--- config.mk ---
export PLATFORM = sky130hd
export DESIGN_NAME = insertion_sorter
export DESIGN_NICKNAME = d
export VERILOG_FILES = /design/src/hdl/ins_pkg.sv /design/src/hdl/ins_front.sv /design/src/hdl/ins_back.sv /design/src/hdl/insertion_sorter.sv
export SDC_FILE = /design/constraint.sdc
export NUM_CORES = 2
export LEC_CHECK = 0
export ABC_CLOCK_PERIOD_IN_PS = 15050
export BUFFER_PORTS_ARGS = -buffer_cell sky130_fd_sc_hd__buf_2
export CORE_MARGIN = 2
export CORE_UTILIZATION = 40
export DETAILED_ROUTE_END_ITERATION = 10
export MAX_ROUTING_LAYER = met4
export PLACE_DENSITY = 0.64
export SYNTH_ARGS = -nofsm -noshare
export SYNTH_HDL_FRONTEND = slang
export SYNTH_SLANG_ARGS = --single-unit
--- constraint.sdc ---
create_clock -name clock -period 15.05 [get_ports clock]
set_clock_uncertainty 0.15 [all_clocks]
set_input_delay 1.505 -clock clock [delete_from_list [all_inputs] [get_ports clock]]
set_output_delay 1.505 -clock clock [all_outputs]
set_load 0.1 [all_outputs]
--- src/hdl/ins_pkg.sv ---
// ins_pkg: shared types and constants for the insertion sorter.
// Holds the request/response item structs, the back-end state enum and the
// front queue head struct. No dependencies.
package ins_pkg;

   // Depth of the queue between the front and the back
   localparam int QUEUE_DEPTH = 2;

   // One input item
   typedef struct packed {
      logic signed [31:0] value;
      logic               last_in;
   } ins_req_type;

   // One result item
   typedef struct packed {
      logic signed [31:0] sorted_value;
      logic               last_out;
      logic               overflow;
   } ins_rsp_type;

   // Head of the front queue as seen by the back end
   typedef struct packed {
      logic        valid;
      ins_req_type item;
   } ins_qhead_type;

   // Back-end sequencing
   typedef enum logic {
      INS_LOAD,
      INS_DRAIN
   } ins_state_type;

endpackage

--- src/hdl/ins_front.sv ---
// ins_front: input side of the insertion sorter, a short item queue.
// Decouples the request handshake from the sorting back end.
// Depends on ins_pkg.
module ins_front (
   input  logic                  clock,
   input  logic                  reset,
   input  logic                  push,
   output logic                  full,
   input  ins_pkg::ins_req_type  req_item,
   output ins_pkg::ins_qhead_type head,
   input  logic                  head_pop
);

   localparam int PTR_W = (ins_pkg::QUEUE_DEPTH > 1) ? $clog2(ins_pkg::QUEUE_DEPTH) : 1;
   localparam int CNT_W = $clog2(ins_pkg::QUEUE_DEPTH + 1);

   ins_pkg::ins_req_type queue_ff [ins_pkg::QUEUE_DEPTH];
   logic [PTR_W-1:0] wr_ptr_ff, wr_ptr_in;
   logic [PTR_W-1:0] rd_ptr_ff, rd_ptr_in;
   logic [CNT_W-1:0] count_ff, count_in;
   logic             do_wr, do_rd;

   assign full  = (count_ff == CNT_W'(ins_pkg::QUEUE_DEPTH));
   assign do_wr = push && !full;
   assign do_rd = head_pop && (count_ff != '0);

   // Head of queue
   assign head.valid = (count_ff != '0);
   assign head.item  = queue_ff[rd_ptr_ff];

   // Pointer and fill level update
   always_comb begin
      wr_ptr_in = wr_ptr_ff;
      rd_ptr_in = rd_ptr_ff;
      count_in  = count_ff;
      if (do_wr) begin
         wr_ptr_in = (wr_ptr_ff == PTR_W'(ins_pkg::QUEUE_DEPTH - 1)) ? '0 : wr_ptr_ff + 1'b1;
      end
      if (do_rd) begin
         rd_ptr_in = (rd_ptr_ff == PTR_W'(ins_pkg::QUEUE_DEPTH - 1)) ? '0 : rd_ptr_ff + 1'b1;
      end
      if (do_wr && !do_rd) begin
         count_in = count_ff + 1'b1;
      end else if (do_rd && !do_wr) begin
         count_in = count_ff - 1'b1;
      end
   end

   always_ff @(posedge clock) begin
      if (reset) begin
         wr_ptr_ff <= '0;
         rd_ptr_ff <= '0;
         count_ff  <= '0;
      end else begin
         wr_ptr_ff <= wr_ptr_in;
         rd_ptr_ff <= rd_ptr_in;
         count_ff  <= count_in;
      end
   end

   // Queue storage
   always_ff @(posedge clock) begin
      if (do_wr) begin
         queue_ff[wr_ptr_ff] <= req_item;
      end
   end

endmodule

--- src/hdl/ins_back.sv ---
// ins_back: sorting back end, a compare-and-shift cell array with a drain
// sequencer and an output register. Depends on ins_pkg.
module ins_back #(
   parameter int CAPACITY = 32
) (
   input  logic                   clock,
   input  logic                   reset,
   input  ins_pkg::ins_qhead_type head,
   output logic                   head_pop,
   output logic                   empty,
   input  logic                   pop,
   output ins_pkg::ins_rsp_type   rsp_item
);

   localparam int CNT_W = $clog2(CAPACITY + 1);

   ins_pkg::ins_state_type state_ff, state_in;
   logic signed [31:0] cell_ff [CAPACITY];
   logic signed [31:0] cell_in [CAPACITY];
   logic [CAPACITY-1:0] lt;
   logic [CNT_W-1:0]    count_ff, count_in;
   logic                dropped_ff, dropped_in;
   logic                rsp_valid_ff, rsp_valid_in;
   ins_pkg::ins_rsp_type rsp_data_ff, rsp_data_in;
   logic                shift_out, do_ins, final_out;
   logic signed [31:0]  new_value;

   assign new_value = head.item.value;
   assign do_ins    = head_pop && (count_ff < CNT_W'(CAPACITY));
   assign final_out = shift_out && (count_ff == CNT_W'(1));

   // Next state
   always_comb begin
      state_in = state_ff;
      case (state_ff)
         ins_pkg::INS_LOAD: begin
            if (head.valid && head.item.last_in) begin
               state_in = ins_pkg::INS_DRAIN;
            end
         end
         ins_pkg::INS_DRAIN: begin
            if (final_out) begin
               state_in = ins_pkg::INS_LOAD;
            end
         end
         default: state_in = ins_pkg::INS_LOAD;
      endcase
   end

   // State outputs
   always_comb begin
      head_pop  = 1'b0;
      shift_out = 1'b0;
      case (state_ff)
         ins_pkg::INS_LOAD:  head_pop  = head.valid;
         ins_pkg::INS_DRAIN: shift_out = !rsp_valid_ff || pop;
         default: begin
            head_pop  = 1'b0;
            shift_out = 1'b0;
         end
      endcase
   end

   // Per-cell compare: stored value strictly below the new one
   // Cell update: hold below the insertion point, take the new value at it,
   // shift up above it; during drain everything moves down one place.
   for (genvar i = 0; i < CAPACITY; i++) begin : g_cell
      assign lt[i] = (CNT_W'(i) < count_ff) && (cell_ff[i] < new_value);

      if (i == 0) begin : g_first
         always_comb begin
            cell_in[i] = cell_ff[i];
            if (do_ins) begin
               cell_in[i] = lt[i] ? cell_ff[i] : new_value;
            end else if (shift_out) begin
               cell_in[i] = (CAPACITY > 1) ? cell_ff[(i + 1) % CAPACITY] : cell_ff[i];
            end
         end
      end else if (i == CAPACITY - 1) begin : g_last
         always_comb begin
            cell_in[i] = cell_ff[i];
            if (do_ins) begin
               cell_in[i] = lt[i] ? cell_ff[i] : (lt[i-1] ? new_value : cell_ff[i-1]);
            end
         end
      end else begin : g_mid
         always_comb begin
            cell_in[i] = cell_ff[i];
            if (do_ins) begin
               cell_in[i] = lt[i] ? cell_ff[i] : (lt[i-1] ? new_value : cell_ff[i-1]);
            end else if (shift_out) begin
               cell_in[i] = cell_ff[i+1];
            end
         end
      end

      always_ff @(posedge clock) begin
         cell_ff[i] <= cell_in[i];
      end
   end

   // Fill count, drop flag and output register
   always_comb begin
      count_in     = count_ff;
      dropped_in   = dropped_ff;
      rsp_valid_in = rsp_valid_ff;
      rsp_data_in  = rsp_data_ff;
      if (do_ins) begin
         count_in = count_ff + 1'b1;
      end else if (shift_out) begin
         count_in = count_ff - 1'b1;
      end
      if (final_out) begin
         dropped_in = 1'b0;
      end else if (head_pop && !do_ins) begin
         dropped_in = 1'b1;
      end
      if (shift_out) begin
         rsp_valid_in             = 1'b1;
         rsp_data_in.sorted_value = cell_ff[0];
         rsp_data_in.last_out     = (count_ff == CNT_W'(1));
         rsp_data_in.overflow     = dropped_ff;
      end else if (pop) begin
         rsp_valid_in = 1'b0;
      end
   end

   always_ff @(posedge clock) begin
      if (reset) begin
         state_ff     <= ins_pkg::INS_LOAD;
         count_ff     <= '0;
         dropped_ff   <= 1'b0;
         rsp_valid_ff <= 1'b0;
      end else begin
         state_ff     <= state_in;
         count_ff     <= count_in;
         dropped_ff   <= dropped_in;
         rsp_valid_ff <= rsp_valid_in;
      end
   end

   always_ff @(posedge clock) begin
      rsp_data_ff <= rsp_data_in;
   end

   assign empty    = !rsp_valid_ff;
   assign rsp_item = rsp_data_ff;

endmodule

--- src/hdl/insertion_sorter.sv ---
// insertion_sorter: values load at one item per cycle, except while the array drains, into a
// compare-and-shift cell array; an item flagged last starts the drain of N results, one per
// cycle while results are popped. With the array idle, the last item passes the front queue
// and cell array before the first result reaches the output register. Input stalls (full)
// while the array drains; the two-entry front queue absorbs up to two items meanwhile. Reset
// is synchronous and clears count, flags and handshake state; no clearing pass is needed.
module insertion_sorter #(
   parameter int CAPACITY = 32
) (
   input  logic                 clock,
   input  logic                 reset,
   input  logic                 push,
   output logic                 full,
   input  ins_pkg::ins_req_type req_item,
   output logic                 empty,
   input  logic                 pop,
   output ins_pkg::ins_rsp_type rsp_item
);

   ins_pkg::ins_qhead_type head;
   logic                   head_pop;

   // Input queue
   ins_front u_front (
      .clock    (clock),
      .reset    (reset),
      .push     (push),
      .full     (full),
      .req_item (req_item),
      .head     (head),
      .head_pop (head_pop)
   );

   // Sorting array and output register
   ins_back #(
      .CAPACITY (CAPACITY)
   ) u_back (
      .clock    (clock),
      .reset    (reset),
      .head     (head),
      .head_pop (head_pop),
      .empty    (empty),
      .pop      (pop),
      .rsp_item (rsp_item)
   );

endmodule

==> flow_summary_export.csv <==
group,metric,value,unit
run_status,outcome,"complete, no violations",
die,dieHeight,439,µm
worst_setup_path,critPathLaunchType,"register",
worst_setup_path,cp.required,15.36,ns
place,dp_cells,9497,
clock_network,cts_resized,0,
clock_network,clock_latency,0.79,ns
sta,fin_crit_sh,45.4,%
global_routing,grt_usage,24.6,%
worst_setup_path,r2r_slack,8.22,ns
logic_synthesis,synth_cell_types,80,
die,die_w,439,µm
flow_run,cap_viol_max_count,0,
sta,holdWs,0.291,ns
place,place.port_buffers,72,
sta,drv_slew,0,
logic_synthesis,postSynthNetCount,8289,
sta,tightest_slew,1.23,ns
logic_synthesis,yosysWarnings,0,
sta,hold_violations,0,
sta,max_freq,0.146,GHz
clock_network,cts.sinks,1138,
logic_synthesis,yosysSeqAreaShare,44.9,%
logic_synthesis,synth_seq_cells,1138,
final_layout,syn_to_final_growth,9.31,%
place,gp_congestion,0.922,
worst_setup_path,crit_type,"register to register",
die,start_util,40.3,%
drt,drt-total-wl,238,mm
logic_synthesis,synth_top_area_share,44.5,%
worst_setup_path,endpoint_kind,"register",
final_layout,fillers,17600,
clock_network,postCtsHoldBufs,0,
sta,fin_crit,6.83,ns
drt,vias_per_cell,6.21,
logic_synthesis,synth_area_leaders,"edfxtp_1, ha_1, nand2_1, mux2i_1, o21ai_0",
final_layout,final_common_cell,"nand2_1",
die,core,188000,µm²
drt,wire_per_inst,24.4,µm
logic_synthesis,syn_area,75800,µm²
global_routing,grt_max_degree,253,
drt,drtAntennaViolNets,0,
final_layout,final_cell_mix,"nand2_1, edfxtp_1, ha_1",
sta,slew_headroom,17.9,%
clock_network,cts_tree,"done",
global_routing,grt_first_pass_wirelength,359,mm
final_layout,fin_util,44.1,%
clock_network,clockBufferDepth,3,
clock_network,htreeDepth,4,
logic_synthesis,synth.avg_cell_area,10.4,µm²
logic_synthesis,yosys_most_used_dff,"edfxtp_1",
logic_synthesis,synth_edf_count,1124,
die,ioPinCount,73,
clock_network,postCtsSetupBuffers,0,
sta,rsz0062_at_grt,"false",
clock_network,cts_root_buf,"clkbuf_16",
drt,drt_iter0_markers,6662,
logic_synthesis,synthCells,7287,
clock_network,path_clk_slew,0.06,ns
place,dp_hpwl,174,mm
clock_network,cts_buffers,139,
die,die_area,193000,µm²
sta,setup_tns,0,ns
global_routing,grt_pass1_vias,59000,
logic_synthesis,async_reset_ff_share,0,%
sta,setup_viol,0,
drt,drc,0,
hold_path,hold_path_class,"register to register",
worst_setup_path,cp_max_fo,65,
final_layout,final_cells,9744,
drt,dr.pass1.iters,6,
hold_path,hp-start,"u_back.dropped_ff",
logic_synthesis,synth.largest_area_cell,"edfxtp_1",
global_routing,antenna_found_initial,2,
global_routing,overflow,0,
drt,vias,60500,
die,rows,159,
worst_setup_path,arrival,7.13,ns
final_layout,layout.nets,8145,
final_layout,drive_gt1_share,7.08,%
[worst paths after layout]
kind                                 end  depth (start not counted)
setup / recovery  u_back.cell_ff[0][364]                         15
hold / removal        u_back.rsp_item[0]                          0
setup reg to reg  u_back.cell_ff[0][364]                         15
hold reg to reg       u_back.rsp_item[0]                          0
[per-layer routing]
layer / routed length (µm) / part of all wire, % / GRT usage [%]
met5: 0 / 0 / -
met4: 9420 / 4.0 / 9.58
met3: 17900 / 7.5 / 3.31
met2: 110000 / 46 / 38.8
met1: 100000 / 42 / 32.1
[worst max-delay path, cell delays in order, from the launching register on]
cell and delay, ns:
dfxtp_2 0.31, buf_4 0.48, mux2_2 0.66, inv_1 0.13, buf_4 0.31, ha_1 0.45
nand2_1 0.11, nor4_1 0.60, nand3_1 0.40, a311oi_1 0.92, o21a_1 0.19, a211o_2 0.10
buf_4 0.53, nand2_1 0.11, nand2_1 0.58, buf_4 0.38
[metrics by stage]
stage,setup slack (ns),cell area [µm²]
after floorplan,8.38,75800
after global placement,8.28,78600
after detailed placement,8.17,78600
after CTS,8.13,82900
after global routing,7.91,82900
final,8.22,82900
[Yosys cell counts, types with 43 or more instances]
library cell     n
o211ai_1       352
and3_1          50
edfxtp_1      1124
a21o_1         111
buf_2           59
nor2_1         207
nand4_1        121
o221ai_1        78
inv_1           72
o21ai_0        568
mux2i_1        398
a22oi_1         54
nor2b_1         52
o21ai_1         73
a21oi_1        382
nor3_1          89
a221o_1        128
ha_1           965
clkbuf_1       343
a211oi_1        43
nand3_1        365
mux2_2          65
nand2_1       1206
[kinds of logic (layout without fill, tap and decap cells)]
family / count (synthesis) / count (layout) / synth area share (%)
AO/OA/AOI/OAI: 1970 / 1970 / 16.9
XOR/XNOR: 11 / 11 / 0.127
adder cells (fa/ha/maj): 965 / 965 / 15.9
buffers and inverters: 546 / 507 / 3.07
flip-flops: 1138 / 1138 / 44.9
multiplexers: 466 / 466 / 6.28
other: 0 / 1 / 0
AND/OR/NAND/NOR: 2191 / 2191 / 12.8
[cell type report]
type / count / area (µm²) / area share (%)
clock inverters: 70 / 591 / 0.712
repair buffers: 189 / 1300 / 1.57
flip-flops and latches: 1138 / 34000 / 41.1
diodes: 1 / 2.50 / 0.00302
well taps: 2495 / 3120 / 3.77
inverters: 72 / 278 / 0.335
clock buffers: 176 / 3700 / 4.47
multi-input cells: 5603 / 39900 / 48.1
[registers in the layout, summed over array words and instances, names as in the netlist, named ones only]
| register | count |
|---|---|
| u_back.rsp_valid_ff | 1 |
| u_front.queue_ff | 66 |
| u_back.count_ff | 6 |
| u_back.cell_ff | 1024 |
| u_back.state_ff | 1 |
| u_front.count_ff | 2 |
| u_front.rd_ptr_ff | 1 |
| u_back.dropped_ff | 1 |
| u_front.wr_ptr_ff | 1 |
| u_back.rsp_item | 34 |
Power is left out: the tool's default activity adds up to more than one toggle a clock period on the data nets, which glitch-free logic cannot reach.
